===== src/hw/rtl/csp_pkg.sv =====
`default_nettype none

package csp_pkg;

    localparam int SQRT_STEPS = 24;
    localparam int DIV_STEPS  = 31;

    localparam logic [1:0] REG_RADIUS      = 2'd0;
    localparam logic [1:0] REG_HALF_HEIGHT = 2'd1;
    localparam logic [1:0] REG_TOLERANCE   = 2'd2;

    localparam logic signed [15:0] AXIS_LIMIT     = 16'sd32765;
    localparam logic signed [15:0] NEG_AXIS_LIMIT = -16'sd32765;

    typedef struct packed {
        logic               kind;
        logic signed [15:0] dir_x;
        logic signed [15:0] dir_y;
        logic signed [15:0] dir_z;
    } req_item_t;

    typedef struct packed {
        logic signed [31:0] point_x;
        logic signed [31:0] point_y;
        logic signed [31:0] point_z;
    } rsp_item_t;

    // result known early (fixed), or rim candidate still waiting for the divider
    typedef struct packed {
        logic        fixed;
        logic [31:0] px;
        logic [31:0] py;
        logic [31:0] pz;
        logic        neg_y;
        logic        neg_z;
    } res_t;

    typedef struct packed {
        res_t               res;
        logic [30:0]        rr;
        logic signed [46:0] xh;
        logic [46:0]        num_y;
        logic [46:0]        num_z;
    } side_t;

    typedef struct packed {
        logic [47:0] arg;
        logic [24:0] rem;
        logic [23:0] root;
    } sq_t;

    typedef struct packed {
        logic [23:0] m;
        logic [23:0] rem_y;
        logic [30:0] nq_y;
        logic [23:0] rem_z;
        logic [30:0] nq_z;
    } dv_t;

endpackage

`default_nettype wire


===== src/hw/rtl/csp_sqrt_cell.sv =====
`default_nettype none

module csp_sqrt_cell (
    input  logic            clk,
    input  logic            rst_n,
    input  logic            en,
    input  logic            prev_valid,
    input  csp_pkg::sq_t    prev_sq,
    input  csp_pkg::side_t  prev_side,
    output logic            valid,
    output csp_pkg::sq_t    sq,
    output csp_pkg::side_t  side
);

    logic           valid_reg;
    csp_pkg::sq_t   sq_reg;
    csp_pkg::sq_t   sq_next;
    csp_pkg::side_t side_reg;
    logic [26:0]    t;
    logic [26:0]    trial;

    // one bit (radix-2 digit) of the restoring square root: two radicand bits in, one root bit out
    always_comb
    begin
        t             = {prev_sq.rem, prev_sq.arg[47:46]};
        trial         = {1'b0, prev_sq.root, 2'b01};
        sq_next.arg   = {prev_sq.arg[45:0], 2'b00};
        if (t >= trial)
        begin
            sq_next.rem  = 25'(t - trial);
            sq_next.root = {prev_sq.root[22:0], 1'b1};
        end
        else
        begin
            sq_next.rem  = t[24:0];
            sq_next.root = {prev_sq.root[22:0], 1'b0};
        end
    end

    always_ff @(posedge clk or negedge rst_n)
    begin
        if (!rst_n)
        begin
            valid_reg <= 1'b0;
        end
        else if (en)
        begin
            valid_reg <= prev_valid;
        end
    end

    always_ff @(posedge clk)
    begin
        if (en)
        begin
            sq_reg   <= sq_next;
            side_reg <= prev_side;
        end
    end

    assign valid = valid_reg;
    assign sq    = sq_reg;
    assign side  = side_reg;

endmodule

`default_nettype wire


===== config.mk =====
export PLATFORM = sky130hd
export DESIGN_NAME = csp_sqrt_cell
export DESIGN_NICKNAME = d
export VERILOG_FILES = /design/src/hw/rtl/csp_pkg.sv /design/src/hw/rtl/csp_sqrt_cell.sv
export SDC_FILE = /design/constraint.sdc
export NUM_CORES = 1
export LEC_CHECK = 0
export ABC_AREA = 0
export BUFFER_PORTS_ARGS = -buffer_cell sky130_fd_sc_hd__buf_2
export CORE_AREA = 2 2 292 294
export DETAILED_ROUTE_END_ITERATION = 7
export DIE_AREA = 0 0 294 296
export GPL_TIMING_DRIVEN = 0
export PLACE_DENSITY_LB_ADDON = 0.25
export SLEW_MARGIN = 0
export SYNTH_ARGS = -nofsm -noshare
export SYNTH_HDL_FRONTEND = slang
export SYNTH_SLANG_ARGS = --single-unit

===== constraint.sdc =====
create_clock -name clk -period 0.8 [get_ports clk]
set_input_delay 0.16 -clock clk [delete_from_list [all_inputs] [get_ports clk]]
set_output_delay 0.16 -clock clk [all_outputs]
set_load 0.1 [all_outputs]

# Yosys cells after proc, flatten, opt, wreduce, memory -nomap -nowiden
# Cells that the tools add are included.
[totals]
register_bits = 367
in_bits = 372
out_inout_bits = 369
[classes]
addsub = 1
n_lt_le_gt_ge = 1
mux = 1
[ops]
columns = ["operator", "count"]
rows = [
  ["two-way mux 49 bit", 1],
  [">= comparator 27 x 26 -> 1 bit", 1],
  ["subtractor 25 bit", 1],
]

# Longest topological paths before layout
[logic_depth]
word_depth = 2
depth_mapped = 11

# Worst setup path before layout
# No wires, ideal clock.
[synth_path]
path_kind = "input to register"
startpoint = "input port prev_sq[1] (netlist bit)"
endpoint = "register sq_reg, in the netlist sq[31] (data pin)"
arrival_ps = 2330
t_required_ps = 540
path_slack_ps = -1791
stages = 10
cell_sequence = "inv_1 ha_1 nor3_1 a211oi_2 a21oi_2 nor3_4 a311oi_4 o31ai_4 buf_6 mux2_4"
[synth_rtl]
columns = ["item", "line", "source"]
rows = [
  ["start, declared", "csp_sqrt_cell.sv:8", "input csp_pkg::sq_t prev_sq,"],
  ["end signal, assigned", "csp_sqrt_cell.sv:56", "sq_reg <= sq_next;"],
  ["end, declared", "csp_sqrt_cell.sv:16", "csp_pkg::sq_t sq_reg;"],
]

==> results.yml <==
outcome:
  status: "finished with violations"
  violations: "negative setup slack"
sta:
  fin_worst_skew_ns: 0
  grt_setup_unrepaired: "yes"
  worst_slack_ns: -1.31
  setup_violations: 475
  hold_viol_final: 0
  fin_crit_sh: 2.64
  clock.fmax_mhz: 473
  drv_slew: 0
  period_minus_slack_ns: 2.11
  slew_headroom: 0.601
  worst_pin_slew_ns: 0.598
pwr:
  ir_drop_mv: 1.45
  powerDensity_nw_per_um2: 2470
  leakagePower_nw: 10.8
floorplan:
  die_y_um: 296
  die_area_um2: 87000
  core_um2: 84200
  io_pins: 741
  fp-row-count: 107
  die_w_um: 294
  start_util: 0.153
logic_synthesis:
  syn_avg_cell_area_um2: 20.6
  synth_cells: 626
  synth-edff-count: 366
  synth_area_um2: 12900
  postSynth.asyncResetShare: 0.00272
  yosysWarnings: 0
  ys_seq_area_frac: 0.853
  yosysUniqueCellTypes: 56
  synthFlopType: "edfxtp_1"
  synth-seq-cells: 367
cts:
  htreeDepth: 2
  clock-sinks: 367
  clockRootBuffer: "clkbuf_16"
  cts_buffers: 46
  cts_tree: "done"
  cts_buffer_depth: 3
  cts.clk_slew.worst_paths_ns: 0.06
  clk_latency_ns: 0.56
routing:
  vias: 10441
  dr.pass1.iters: 4
  ant_nets: 0
  avgViaCountPerCell: 3.57
  wl_um: 52900
  drc: 0
  drt-initial-drc-count: 438
  wl_per_cell_um: 18.1
setup_path:
  criticalPathCategory: "in2reg"
  worst-path-max-fanout: 6
  worstPathCellList: "buf_8 > inv_8 > ha_4 > o21ai_4 > a211oi_4 > a21oi_4 > nor3_4 > a311oi_4 > o31ai_4 > buf_12 > clkbuf_16 > mux2_4"
  max_stage_delay_ns: 0.32
  cp-end-kind: "register"
  cp.arrival_ns: 2.42
  startpoint_type: "primary input"
  crit_required_ns: 1.10
  slowest_stage: "a211oi_4"
global_route:
  grt_pass1_wl_um: 72200
  grt_use_total: 0.112
  grt_pass1_vias: 11074
  antenna_found_initial: 12
  grt_overflow: 0
  grt_max_degree: 69
placed_design:
  dp_slack_ns: -2.50
  place_area_um2: 18200
  port_buffers: 738
  dp_hpwl_um: 37500
  gp_congestion: 0.743
final_layout:
  syn2layout_area_growth_pct: 102
  largest_register_ffs: 271
  fin_nets: 2197
  fillCellCount: 8340
  layout-drive-gt1-share: 0.489
  stdcell_area_um2: 26100
min_path:
  min_path_type: "in2reg"
flow_run:
  max_cap_violations: 0
## final timing paths
kind                                    from                  end  slack [ns]  cells after the start
setup / recovery                  prev_sq[0]     sq[38]$_DFFE_PP_       -1.31                     12
hold reg to reg            valid$_DFFE_PN0P_    valid$_DFFE_PN0P_        0.60                      1
min in group asynchronous              rst_n    valid$_DFFE_PN0P_        0.45                      3
hold / removal                            en  side[254]$_DFFE_PP_       0.005                      1
max in group asynchronous              rst_n    valid$_DFFE_PN0P_        0.23                      3
setup reg to reg           valid$_DFFE_PN0P_    valid$_DFFE_PN0P_       -0.06                      1
## synth_stat cells, types with 3 or more instances
library cell,count,area (µm²)
nor2_1,14,52.6
and3_1,5,31.3
ha_1,26,325
a211o_1,3,26.3
mux2_1,5,56.3
clkbuf_1,6,22.5
nand2_1,19,71.3
edfxtp_1,366,11000
o211ai_1,3,22.5
nand3_1,6,30.0
nor3_1,5,25.0
a211oi_1,3,22.5
a21oi_1,20,100
a31oi_1,6,37.5
xnor2_1,14,123
mux2_2,7,78.8
o21a_1,3,22.5
nand4_1,5,31.3
xor2_1,6,52.6
a21o_1,12,90.1
inv_1,32,120
mux2_4,10,150
o21ai_0,6,30.0
mux2i_1,3,30.0
## layout make-up
cell class	instances	area [µm²]	area share
sequential	367	11000	0.422
timing repair buffer	1126	10100	0.387
multi-input combinational	216	1980	0.0757
tap	1090	1360	0.0522
clock buffer	54	1200	0.0461
clock inverter	27	215	0.00824
inverter	32	133	0.00508
buffer	10	92.6	0.00355
antenna	3	7.51	0.000288
## metal layers
| metal | GRT usage | routed length [µm] |
|---|---|---|
| met3 | 0.0350 | 4000 |
| met2 | 0.201 | 27500 |
| met4 | 0.0424 | 1840 |
| met5 | 0 | 143 |
| met1 | 0.123 | 19400 |
## metrics by stage
stage	std cells	hold WS, ns	total power, W	util	TNS, ns
final	2925	0.00500	0.0645	0.310	-223.18
after global routing	2923	-0.0163	0.0669	0.310	-247.41
after CTS	2915	-0.254	0.0654	0.308	-240.14
after detailed placement	2458	-0.0586	0.0408	0.217	-331.83
after global placement	2455	-0.0596	0.0410	0.215	-2281.99
after floorplan	627	-0.136	0.0371	-	-137.02
## worst max-delay path, delay by kind of cell
family,cells,cell delay [ns]
compound gates,5,0.98
fa+ha+maj,1,0.28
buf+inv,4,0.45
mux,1,0.30
simple gates,1,0.25
## cell usage in the layout (no fill, tap or decap), drive strengths merged, types with 3 or more instances in the layout
cell	Yosys	final
mux2	22	22
and3	5	5
a31oi	6	6
a211oi	4	4
clkinv	0	18
buf	5	762
o21ai	8	8
dlygate4sd3	0	367
nand2	19	19
a21o	12	12
clkinvlp	0	3
a21oi	21	21
xor2	6	6
mux2i	3	3
clkbuf	7	59
diode	0	3
a211o	3	3
xnor2	14	14
nor2	14	14
nand4	5	5
nor3	6	6
nand3	6	6
edfxtp	366	366
inv	32	36
ha	26	26
o21a	3	3
o211ai	3	3
## where the power goes
group          switching [W]  internal (W)  total, W
clock network        0.00838        0.0114    0.0198
registers           0.000815        0.0231    0.0239
logic                 0.0148       0.00602    0.0208
## repair_timing
action,in CTS,in global routing
endpoints found under the hold margin,411,15
gates cloned,2,1
endpoints found under the setup margin,639,503
pin swaps,8,12
hold buffers,366,1
gates resized for setup,781,21
buffers inserted,10,5
## kinds of logic (layout without fill, tap and decap cells)
logic type	Yosys count	after routing	share of synthesized area
other	1	5	0.000290
buffers and inverters	44	1249	0.0147
and+or+nand+nor	69	69	0.0276
muxes	25	25	0.0244
AOI/OAI and AO/OA	74	74	0.0413
DFF	367	367	0.853
xor gates and xnor gates	20	20	0.0136
adders and majority gates	26	26	0.0252
Note: power is estimated with default switching activity, not from simulation.
