### config.mk
export PLATFORM = sky130hd
export DESIGN_NAME = csp_div_cell
export DESIGN_NICKNAME = d
export VERILOG_FILES = /design/src/hw/rtl/csp_pkg.sv /design/src/hw/rtl/csp_div_cell.sv
export SDC_FILE = /design/constraint.sdc
export NUM_CORES = 1
export LEC_CHECK = 0
export ABC_AREA = 1
export BUFFER_PORTS_ARGS = -buffer_cell sky130_fd_sc_hd__buf_2
export CORE_AREA = 2 2 181 183
export DETAILED_ROUTE_END_ITERATION = 7
export DIE_AREA = 0 0 183 185
export PLACE_DENSITY = 0.61
export RECOVER_POWER = 100
export SLEW_MARGIN = 20
export SYNTH_ARGS = -nofsm -noshare
export SYNTH_HDL_FRONTEND = slang
export SYNTH_SLANG_ARGS = --single-unit
### constraint.sdc
create_clock -name clk -period 0.8 [get_ports clk]
set_input_delay 0.16 -clock clk [delete_from_list [all_inputs] [get_ports clk]]
set_output_delay 0.16 -clock clk [all_outputs]
set_load 0.1 [all_outputs]
### src/hw/rtl/csp_pkg.sv
`default_nettype none

package csp_pkg;

    localparam int SQRT_STEPS = 24;
    localparam int DIV_STEPS  = 31;

    localparam logic [1:0] REG_RADIUS      = 2'd0;
    localparam logic [1:0] REG_HALF_HEIGHT = 2'd1;
    localparam logic [1:0] REG_TOLERANCE   = 2'd2;

    localparam logic signed [15:0] AXIS_LIMIT     = 16'sd32765;
    localparam logic signed [15:0] NEG_AXIS_LIMIT = -16'sd32765;

    typedef struct packed {
        logic               kind;
        logic signed [15:0] dir_x;
        logic signed [15:0] dir_y;
        logic signed [15:0] dir_z;
    } req_item_t;

    typedef struct packed {
        logic signed [31:0] point_x;
        logic signed [31:0] point_y;
        logic signed [31:0] point_z;
    } rsp_item_t;

    // result known early (fixed), or rim candidate still waiting for the divider
    typedef struct packed {
        logic        fixed;
        logic [31:0] px;
        logic [31:0] py;
        logic [31:0] pz;
        logic        neg_y;
        logic        neg_z;
    } res_t;

    typedef struct packed {
        res_t               res;
        logic [30:0]        rr;
        logic signed [46:0] xh;
        logic [46:0]        num_y;
        logic [46:0]        num_z;
    } side_t;

    typedef struct packed {
        logic [47:0] arg;
        logic [24:0] rem;
        logic [23:0] root;
    } sq_t;

    typedef struct packed {
        logic [23:0] m;
        logic [23:0] rem_y;
        logic [30:0] nq_y;
        logic [23:0] rem_z;
        logic [30:0] nq_z;
    } dv_t;

endpackage

`default_nettype wire

### src/hw/rtl/csp_div_cell.sv
`default_nettype none

module csp_div_cell (
    input  logic          clk,
    input  logic          rst_n,
    input  logic          en,
    input  logic          prev_valid,
    input  csp_pkg::dv_t  prev_dv,
    input  csp_pkg::res_t prev_res,
    output logic          valid,
    output csp_pkg::dv_t  dv,
    output csp_pkg::res_t res
);

    logic          valid_reg;
    csp_pkg::dv_t  dv_reg;
    csp_pkg::dv_t  dv_next;
    csp_pkg::res_t res_reg;

    // shift one dividend bit in from the top of nq, one quotient bit into its low end
    function automatic logic [54:0] div_step(input logic [23:0] rem,
                                             input logic [30:0] nq,
                                             input logic [23:0] m);
        logic [24:0] t;
        logic [24:0] diff;
        logic        ge;
        begin
            t    = {rem, nq[30]};
            diff = t - {1'b0, m};
            ge   = (t >= {1'b0, m});
            return {(ge ? diff[23:0] : t[23:0]), nq[29:0], ge};
        end
    endfunction

    always_comb
    begin
        dv_next.m                      = prev_dv.m;
        {dv_next.rem_y, dv_next.nq_y}  = div_step(prev_dv.rem_y, prev_dv.nq_y, prev_dv.m);
        {dv_next.rem_z, dv_next.nq_z}  = div_step(prev_dv.rem_z, prev_dv.nq_z, prev_dv.m);
    end

    always_ff @(posedge clk or negedge rst_n)
    begin
        if (!rst_n)
        begin
            valid_reg <= 1'b0;
        end
        else if (en)
        begin
            valid_reg <= prev_valid;
        end
    end

    always_ff @(posedge clk)
    begin
        if (en)
        begin
            dv_reg  <= dv_next;
            res_reg <= prev_res;
        end
    end

    assign valid = valid_reg;
    assign dv    = dv_reg;
    assign res   = res_reg;

endmodule

`default_nettype wire

# Word level (Yosys, flattened, before mapping)
# Cells that the tools add are included.
# W data, S select, Z words.
# op_classes
muxes	2
n_addsub	2
magnitude_cmp	2
# ops
cell	count
$ge A25 B24 Y1	2
$mux W24	2
$sub A24 B24 Y24	2
# word_totals
in_bits	237
out_inout_bits	234
word_cells	18
regBits	234

# Longest topological paths before layout
# Gate-level depths: netlist of run 1.
# depth
word_depth	2
depth_mapped	14

# Least setup slack after synthesis of run 1
# OpenSTA, ideal clock, no wires.
# synth_path
kind	input to register
start	input prev_dv[85] (netlist bit)
end	register dv_reg (netlist bit dv[98]), data pin
path_slack_ns	-1.019
cell_stages	11
t_arrival_ns	1.566
path_cell_list	inv_1 -> ha_1 -> fa_1 -> inv_1 -> a21oi_1 -> o21ai_0 -> nand2_1 -> nand3_1 -> nand2_1 -> nand2_1 -> nand2_1
# synth_lines
element	line_no	rtl
from (decl)	csp_div_cell.sv:8	input csp_pkg::dv_t prev_dv,
to (signal assigned)	csp_div_cell.sv:58	dv_reg <= dv_next;
to (decl)	csp_div_cell.sv:16	csp_pkg::dv_t dv_reg;

==> results of run 1 <==
-- per-stage QoR --
stage                     hold WS, ns  area, um^2
after global routing         0.001126       23480
after floorplan               -0.1356       12030
after global placement       -0.06471       20000
final                         0.02825       23480
after CTS                    0.001898       23190
after detailed placement     -0.06354       20000
-- routing by layer --
metal	track usage, %	vias to the layer above	wire length, um
met1	32.75	5693	18770
met4	8.992	8	1659
met3	6.823	103	3678
met5	0	-	57
met2	50.56	499	24970
li1	-	5679	-
-- Yosys cell counts --
cell type,n
clkbuf_1,2
buf_2,10
nand4_1,60
a21oi_4,2
nor3_2,2
nand2_1,438
buf_6,4
and2_1,1
ha_1,48
inv_2,5
dfrtp_1,1
xnor2_1,3
o21a_1,2
nor2_2,3
inv_1,205
edfxtp_1,233
nor3_4,1
xor2_1,18
a21oi_1,21
fa_1,2
nand3_1,49
mux2_2,1
nor2_1,56
nand3_2,2
o21ai_0,1
nand3_4,2
nor3_1,4
nand4_2,1
nand3b_1,3
clkinv_1,1
-- cells by family after synthesis --
family          count (synthesis)  share of synthesized area, %
simple gates                  622                         22.90
mux                             1                       0.09744
flops                         234                         60.76
compound gates                 26                         1.364
xor+xnor                       21                         1.592
buf+inv                       227                         7.741
fa+ha+maj                      50                         5.544
-- worst min-delay path: stages --
cell and delay, ns:
buf_2 0.13, nand4_1 0.10, nand2_1 0.07
-- repair_timing --
item	CTS	global route
buffers inserted	6	4
resized for setup	85	60
pin swaps	6	17
hold buffers	203	0
endpoints found under the setup margin	285	285
hold endpoints to repair	202	0
gates cloned	0	4
-- how the worst min path moves through the flow --
stage,slack [ns],endpoint
6_report,0.03,dv[42]$_DFFE_PP_
5_1_grt,0.001,dv[54]$_DFFE_PP_
4_1_cts,0.002,dv[42]$_DFFE_PP_
3_5_place_dp,-0.06,valid$_DFFE_PN0P_
3_3_place_gp,-0.06,valid$_DFFE_PN0P_
2_1_floorplan,-0.14,valid$_DFFE_PN0P_
-- final cells by class --
class                      count  area [um^2]  share of cell area, %
antenna                        2        5.005                0.02131
clock inverter                13        148.9                 0.6340
timing repair buffer         892         9828                  41.85
clock buffer                  33        698.2                  2.973
tap                          408        510.5                  2.174
multi-input combinational    720         4453                  18.96
sequential                   234         7025                  29.92
inverter                     211        814.5                  3.468
-- power by group --
part           leakage (nW)  total [mW]  internal, mW  switching (mW)
clock network         0.416        12.1          7.13            4.95
registers              2.29        15.9          14.9            1.00
logic                  8.27        20.4          7.82            12.6
==> flow_metrics.env, run 1 <==
export IMPL_clock_sink_count=234
export IMPL_stdcell_count=2513
export IMPL_die_w_um=183
export IMPL_reg2reg_from="valid$_DFFE_PN0P_"
export IMPL_worstPathArrival_ns=1.76
export IMPL_synth_distinct_cells=30
export IMPL_final_cell_mix="378 x nand2_1, 250 x buf_12, 233 x edfxtp_1, 206 x buf_2, 203 x dlygate4sd3_1"
export IMPL_min_period_over_period_pct=184.3
export IMPL_place_inst=2249
export IMPL_rsz0062_at_grt="yes"
export IMPL_worstMarginPinSlew_ns=0.7387
export IMPL_portBuffers=470
export IMPL_yosysWarnings=0
export IMPL_grt_overflow=0
export IMPL_crit_buf_inv=4
export IMPL_grt_usage_pct=28.01
export IMPL_start_util_pct=36.07
export IMPL_pwr_density_cell_nw_per_um2=2063
export IMPL_fillers=2165
export IMPL_h_tree_depth=1
export IMPL_ios=471
export IMPL_syn_inst=1181
export IMPL_cts_buffers=26
export IMPL_cts_root_buf="clkbuf_16"
export IMPL_max_freq_mhz=678.1
export IMPL_required_ns=1.09
export IMPL_crit_cells=14
export IMPL_syn_area_um2=11560
export IMPL_violations="setup timing"
export IMPL_endpoint="dv[34]$_DFFE_PP_"
export IMPL_rows=66
export IMPL_p_leak_nw=10.98
export IMPL_first_iter_violations=678
export IMPL_maxCapViolations=0
export IMPL_synthTopCellsByArea="edfxtp_1 61%, nand2_1 14%, inv_1 6.7%, ha_1 5.2%, nand4_1 3.2%"
export IMPL_critPathKind="in2reg"
export IMPL_crit_path_max_fanout=9
export IMPL_routed_wl_mm=49.14
export IMPL_syn_avg_cell_area_um2=9.785
export IMPL_finish_utilization_pct=73.29
export IMPL_slew_headroom_pct=50.76
export IMPL_die_y_um=185
export IMPL_crit_slowest_cell="ha_4"
export IMPL_hold_path_depth=3
export IMPL_post_drt_wl_per_cell_um=19.55
export IMPL_tritoncts="yes"
export IMPL_slowest_delay_ns=0.31
export IMPL_timing_setup_tns_ns=-168.67
export IMPL_critPathLaunch="prev_dv[121]"
export IMPL_reg2reg_depth=1
export IMPL_rr_endpoint="valid$_DFFE_PN0P_"
export IMPL_finalHoldViolCount=0
export IMPL_largest_reg_flops=134
export IMPL_setup_slack_ns=-0.6747
export IMPL_ys_seq_area_share_pct=60.76
export IMPL_fin_skew_ns=0
export IMPL_core_um2=32040
export IMPL_min_delay_start="prev_dv[41]"
export IMPL_finalMaxSlewViolations=0
export IMPL_syn_nets=1468
export IMPL_place_congestion=0.9385
export IMPL_setup_violations_final=511
export IMPL_p_total_mw=48.44
export IMPL_peakVddDrop_uv=1664
export IMPL_grt_pass1_vias=12299
export IMPL_path_cells="buf_8, clkinvlp_4, ha_4, nand2_4, inv_2, nand2_2, nand2_2, nand2_2, nand2_2, a21oi_4, nand3_4, clkbuf_16, nand2_1, nand2_1"
export IMPL_status="finished with violations"
export IMPL_hold_path_class="in2reg"
export IMPL_reg2reg_slack_ns=-0.11
export IMPL_drt_antenna_violating_nets=0
export IMPL_antenna_found_initial=6
export IMPL_grt_max_degree=50
export IMPL_fin_crit_ns=1.475
export IMPL_drcViolationCount=0
export IMPL_synth_top_area_share_pct=60.55
export IMPL_clkLatencyLatePin_ns=0.53
export IMPL_netlist_top_cell_by_area="edfxtp_1"
export IMPL_cts_clk_slew_worst_paths_ns=0.06
export IMPL_drive_above_1_share_pct=41.80
export IMPL_vias=11982
export IMPL_routed_via_density=4.768
export IMPL_crit_top_cell="nand2_2"
export IMPL_dr_pass1_iters=4
export IMPL_hpwlAfterDp_mm=35.75
export IMPL_nNetsFinal=2372
export IMPL_end_kind="register"
export IMPL_post_place_ws_ns=-1.327
export IMPL_start_kind="input port"
export IMPL_critPathTopFamily="simple AND/OR/NAND/NOR gates"
export IMPL_die_area_um2=33860
export IMPL_ys_seq_elements=234
export IMPL_grt_pass1_wl_mm=72.22
export IMPL_synthToLayoutAreaGrowth_pct=103.2
export IMPL_layout_commonest_cell="nand2_1"
export IMPL_clockBufferDepth=3
No activity file was read; power rests on OpenSTA's default activity.
==> inputs of run 2 (changes only) <==
--- a/config.mk
+++ b/config.mk
@@ -7,10 +7,11 @@
 export LEC_CHECK = 0
 export ABC_AREA = 1
 export BUFFER_PORTS_ARGS = -buffer_cell sky130_fd_sc_hd__buf_2
-export CORE_AREA = 2 2 181 183
+export CORE_AREA = 2 2 184 186
+export CTS_BUF_LIST = sky130_fd_sc_hd__clkbuf_4 sky130_fd_sc_hd__clkbuf_8
 export DETAILED_ROUTE_END_ITERATION = 7
-export DIE_AREA = 0 0 183 185
-export PLACE_DENSITY = 0.61
+export DIE_AREA = 0 0 186 188
+export PLACE_DENSITY = 0.6
 export RECOVER_POWER = 100
 export SLEW_MARGIN = 20
 export SYNTH_ARGS = -nofsm -noshare
==> flow_metrics.env, run 2 (synthesized netlist as in run 1, its figures left out) <==
export IMPL_status="finished with violations"
export IMPL_violations="setup timing"
export IMPL_drt_antenna_violating_nets=0
export IMPL_setup_slack_ns=-0.6793
export IMPL_vias=12321
export IMPL_slew_headroom_pct=55.25
export IMPL_die_y_um=188
export IMPL_grt_max_degree=48
export IMPL_crit_path_max_fanout=6
export IMPL_stdcell_count=2579
export IMPL_fin_crit_ns=1.479
export IMPL_post_drt_wl_per_cell_um=20.22
export IMPL_first_iter_violations=777
export IMPL_required_ns=1.13
export IMPL_grt_overflow=0
export IMPL_post_place_ws_ns=-1.331
export IMPL_ios=471
export IMPL_end_kind="register"
export IMPL_worstMarginPinSlew_ns=0.6712
export IMPL_cts_buffers=43
export IMPL_pwr_density_cell_nw_per_um2=2012
export IMPL_final_cell_mix="359 x nand2_1, 245 x buf_12, 233 x edfxtp_1, 210 x dlygate4sd3_1, 203 x buf_2"
export IMPL_antenna_found_initial=7
export IMPL_finalMaxSlewViolations=0
export IMPL_cts_root_buf="clkbuf_8"
export IMPL_hold_path_class="in2reg"
export IMPL_clkLatencyLatePin_ns=0.57
export IMPL_p_total_mw=47.90
export IMPL_min_period_over_period_pct=184.9
export IMPL_clock_sink_count=234
export IMPL_core_um2=33110
export IMPL_critPathKind="in2reg"
export IMPL_largest_reg_flops=134
export IMPL_p_leak_nw=11.00
export IMPL_routed_via_density=4.777
export IMPL_start_util_pct=34.90
export IMPL_fin_skew_ns=0
export IMPL_h_tree_depth=2
export IMPL_layout_commonest_cell="nand2_1"
export IMPL_place_inst=2245
export IMPL_maxCapViolations=0
export IMPL_portBuffers=470
export IMPL_start_kind="input port"
export IMPL_hpwlAfterDp_mm=35.71
export IMPL_drive_above_1_share_pct=43.32
export IMPL_die_w_um=186
export IMPL_grt_pass1_vias=12587
export IMPL_synthToLayoutAreaGrowth_pct=106.0
export IMPL_peakVddDrop_uv=2013
export IMPL_die_area_um2=34970
export IMPL_rsz0062_at_grt="yes"
export IMPL_routed_wl_mm=52.15
export IMPL_dr_pass1_iters=5
export IMPL_setup_violations_final=323
export IMPL_clockBufferDepth=3
export IMPL_place_congestion=0.9582
export IMPL_tritoncts="yes"
export IMPL_finalHoldViolCount=0
export IMPL_finish_utilization_pct=71.90
export IMPL_max_freq_mhz=676.0
export IMPL_grt_pass1_wl_mm=75.07
export IMPL_drcViolationCount=0
export IMPL_grt_usage_pct=28.81
export IMPL_worstPathArrival_ns=1.81
export IMPL_rows=67
export IMPL_nNetsFinal=2379
export IMPL_cts_clk_slew_worst_paths_ns=0.06
-- run 2: changes by cell type in the layout (fill, tap and decap cells not counted), moves of 11 or more --
| cell | previous run | this run |
|---|---|---|
| clkbuf_8 | 0 | 43 |
| buf_4 | 189 | 156 |
| clkbuf_16 | 31 | 1 |
| nand2_1 | 378 | 359 |
| clkinv_1 | 1 | 18 |
| clkbuf_4 | 2 | 16 |
| buf_6 | 5 | 17 |
| ha_4 | 31 | 43 |
| nand2_2 | 48 | 60 |
| ha_1 | 15 | 4 |
-- run 2: per-stage QoR --
stage,instance area [um^2],TNS (ns),hold slack [ns]
after CTS,23580,-161.29,0.002237
after detailed placement,19640,-105.11,-0.06139
after floorplan,12030,-105.63,-0.1356
final,23810,-159.69,0.04342
after global routing,23800,-174.69,0.02131
after global placement,19640,-103.32,-0.06347
-- run 2: repair_timing --
item | 4_1_cts | 5_1_grt
cloned | 12 | 1
setup buffers | 25 | 3
pin swaps | 26 | 42
gates resized for setup | 143 | 72
setup endpoints to repair | 285 | 285
hold buffers | 210 | 0
endpoints found under the hold margin | 209 | 0
-- run 2: worst max-delay path: stages --
cell and delay, ns:
buf_8 0.08, clkinvlp_4 0.14, ha_4 0.29, buf_6 0.12, nand2_2 0.04, nand2_1 0.06
inv_1 0.08, nand2_2 0.07, nand2_2 0.06, nand2_2 0.07, a21oi_4 0.17, buf_12 0.15
nand3_4 0.17, nand2_1 0.10, nand2_1 0.05
-- run 2: cell type report --
class | count | area (um^2)
inverters | 211 | 824.5
diodes | 5 | 12.51
well taps | 448 | 560.5
fillers | 2222 | 9305
repair buffers | 879 | 9823
flip-flops and latches | 234 | 7025
clock buffers | 54 | 674.4
multi-input cells | 723 | 4742
clock inverters | 25 | 145.1
-- run 2: report_power, final --
group | internal, mW | switching, mW | total, mW
logic | 7.81 | 12.8 | 20.6
clock network | 5.90 | 5.44 | 11.3
registers | 14.9 | 1.01 | 15.9
-- run 2: path summary, 6_finish.rpt --
kind / start / endpoint / slack, ns / cells past startpoint
hold reg to reg: valid$_DFFE_PN0P_ / valid$_DFFE_PN0P_ / 0.60 / 1
min in group asynchronous: rst_n / valid$_DFFE_PN0P_ / 0.47 / 3
hold / removal: prev_dv[98] / dv[99]$_DFFE_PP_ / 0.04 / 3
setup / recovery: prev_dv[122] / dv[33]$_DFFE_PP_ / -0.68 / 15
setup reg to reg: valid$_DFFE_PN0P_ / valid$_DFFE_PN0P_ / -0.06 / 1
max in group asynchronous: rst_n / valid$_DFFE_PN0P_ / 0.22 / 3
-- run 2: per-layer routing --
metal	GRT usage, %	part of all wire [%]	vias to the layer above
li1	-	-	5729
met1	32.30	35	5759
met2	50.71	50	660
met3	7.399	8.7	171
met4	13.54	5.4	2
met5	0	0.025	-
==> inputs of run 3 (changes only) <==
--- a/config.mk
+++ b/config.mk
@@ -7,11 +7,11 @@
 export LEC_CHECK = 0
 export ABC_AREA = 1
 export BUFFER_PORTS_ARGS = -buffer_cell sky130_fd_sc_hd__buf_2
-export CORE_AREA = 2 2 184 186
+export CORE_MARGIN = 2
+export CORE_UTILIZATION = 35
 export CTS_BUF_LIST = sky130_fd_sc_hd__clkbuf_4 sky130_fd_sc_hd__clkbuf_8
 export DETAILED_ROUTE_END_ITERATION = 7
-export DIE_AREA = 0 0 186 188
-export PLACE_DENSITY = 0.6
+export PLACE_DENSITY = 0.59
 export RECOVER_POWER = 100
 export SLEW_MARGIN = 20
 export SYNTH_ARGS = -nofsm -noshare
==> flow_metrics.env, run 3 (synthesized netlist as in run 1, its figures left out) <==
export IMPL_status="finished with violations"
export IMPL_violations="setup timing"
export IMPL_place_inst=2271
export IMPL_rsz0062_at_grt="yes"
export IMPL_grt_pass1_wl_mm=74.94
export IMPL_start_util_pct=35.52
export IMPL_final_cell_mix="341 x nand2_1, 250 x buf_12, 233 x edfxtp_1, 205 x dlygate4sd3_1, 197 x buf_4"
export IMPL_antenna_found_initial=9
export IMPL_hpwlAfterDp_mm=37.10
export IMPL_p_leak_nw=11.14
export IMPL_dr_pass1_iters=5
export IMPL_drcViolationCount=0
export IMPL_path_cells="buf_6, clkinvlp_4, ha_4, nand2_4, inv_2, nand2_2, nand2_2, nand2_2, nand2_2, a21oi_4, nand3_4, buf_12, nand2_2, nand2_2"
export IMPL_place_congestion=0.9520
export IMPL_fin_crit_ns=1.502
export IMPL_post_place_ws_ns=-1.323
export IMPL_rows=66
export IMPL_timing_hold_ws_ns=0.04484
export IMPL_ff_latch_area_um2=7025
export IMPL_multi_input_area_um2=4818
export IMPL_clockBufferDepth=3
export IMPL_die_w_um=185.7
export IMPL_p_total_mw=48.42
export IMPL_hold_path_class="in2reg"
export IMPL_clkLatencyLatePin_ns=0.56
export IMPL_stdcell_area_um2=24080
export IMPL_grt_pass1_vias=12840
export IMPL_crit_top_cell="nand2_2"
export IMPL_crit_slowest_cell="ha_4"
export IMPL_end_kind="register"
export IMPL_grt_usage_pct=29.36
export IMPL_drt_antenna_violating_nets=0
export IMPL_die_area_um2=34490
export IMPL_tritoncts="yes"
export IMPL_start_kind="input port"
export IMPL_max_freq_mhz=666.0
export IMPL_largest_reg_flops=134
export IMPL_core_um2=32540
export IMPL_layout_commonest_cell="nand2_1"
export IMPL_crit_path_max_fanout=7
export IMPL_die_y_um=185.7
export IMPL_min_period_over_period_pct=187.7
export IMPL_routed_wl_mm=52.58
export IMPL_worstPathArrival_ns=1.81
export IMPL_slowest_delay_ns=0.30
export IMPL_required_ns=1.11
export IMPL_setup_violations_final=506
export IMPL_routed_via_density=4.787
export IMPL_worstMarginPinSlew_ns=0.5362
export IMPL_postPlaceCellArea_um2=19940
export IMPL_pwr_density_cell_nw_per_um2=2010
export IMPL_cts_root_buf="clkbuf_8"
export IMPL_finalMaxSlewViolations=0
export IMPL_first_iter_violations=863
export IMPL_vias=12441
export IMPL_cts_buffers=42
export IMPL_grt_overflow=0
export IMPL_cts_clk_slew_worst_paths_ns=0.05
export IMPL_setup_slack_ns=-0.7016
export IMPL_fin_skew_ns=0
export IMPL_finalHoldViolCount=0
export IMPL_clock_sink_count=234
export IMPL_stdcell_count=2599
export IMPL_h_tree_depth=2
export IMPL_grt_max_degree=25
export IMPL_fillers=2113
export IMPL_portBuffers=470
export IMPL_maxCapViolations=0
export IMPL_peakVddDrop_uv=1347
export IMPL_critPathKind="in2reg"
export IMPL_post_drt_wl_per_cell_um=20.23
export IMPL_drive_above_1_share_pct=45.16
export IMPL_synthToLayoutAreaGrowth_pct=108.4
export IMPL_slew_headroom_pct=64.26
export IMPL_nNetsFinal=2406
export IMPL_ios=471
run 3: cell types whose count changed in the layout (fill, tap and decap cells not counted), sizes merged:
cell          before  now
clkbuf            92   89
dlygate4sd3      210  205
clkinvlp           5    4
buf              628  664
bufinv             1    2
clkinv            21   19
dlymetal6s4s       0    1
diode              5    7
bufbuf             3    0
run 3: through the flow:
stage / utilization [%] / TNS (ns)
finish: 74.02 / -176.22
global route: 74.02 / -197.45
CTS: 72.89 / -177.98
detailed placement: 61.27 / -91.37
global placement: 61.27 / -89.10
floorplan: - / -105.63
run 3: path summary, 6_finish.rpt:
kind | depth (start not counted) | slack [ns] | endpoint | from
worst max-delay path | 14 | -0.70 | dv[102]$_DFFE_PP_ | prev_dv[121]
max in group asynchronous | 3 | 0.23 | valid$_DFFE_PN0P_ | rst_n
min in group asynchronous | 3 | 0.45 | valid$_DFFE_PN0P_ | rst_n
worst min-delay path | 3 | 0.04 | dv[97]$_DFFE_PP_ | prev_dv[96]
worst min register to register | 1 | 0.61 | valid$_DFFE_PN0P_ | valid$_DFFE_PN0P_
worst max register to register | 1 | -0.08 | valid$_DFFE_PN0P_ | valid$_DFFE_PN0P_
run 3: layout make-up:
type	count	share of cell area (%)
diodes	7	0.07273
clock buffers	52	2.764
clock inverters	23	0.6806
inverters	211	3.424
multi-input cells	723	20.01
flip-flops and latches	234	29.17
well taps	442	2.296
repair buffers	907	41.59
run 3: routing by layer:
metal / part of all wire, % / vias to the layer above / GRT usage, %
met5: 0.042 / - / 0
met4: 5.5 / 4 / 14.93
met3: 8.3 / 173 / 7.611
met2: 49 / 654 / 50.56
met1: 37 / 5840 / 33.67
li1: - / 5770 / -
run 3: report_power, final:
| group | switching (mW) | leakage (nW) | internal [mW] |
|---|---|---|---|
| Combinational | 13.0 | 8.41 | 8.03 |
| Sequential | 1.02 | 2.29 | 14.9 |
| Clock | 5.31 | 0.440 | 6.17 |
| Total | 19.3 | 11.1 | 29.1 |
run 3: repair_timing:
item	CTS	global route
setup buffers	27	5
endpoints found under the setup margin	285	357
pin swaps	25	40
hold buffers	207	0
hold endpoints to repair	211	0
gates cloned	8	1
gates resized for setup	127	121
run 3: critical path: cells and delay by family:
kind	cells	cell delay [ns]
simple gates	8	0.66
compound gates	1	0.19
fa+ha+maj	1	0.30
buf+inv	4	0.49
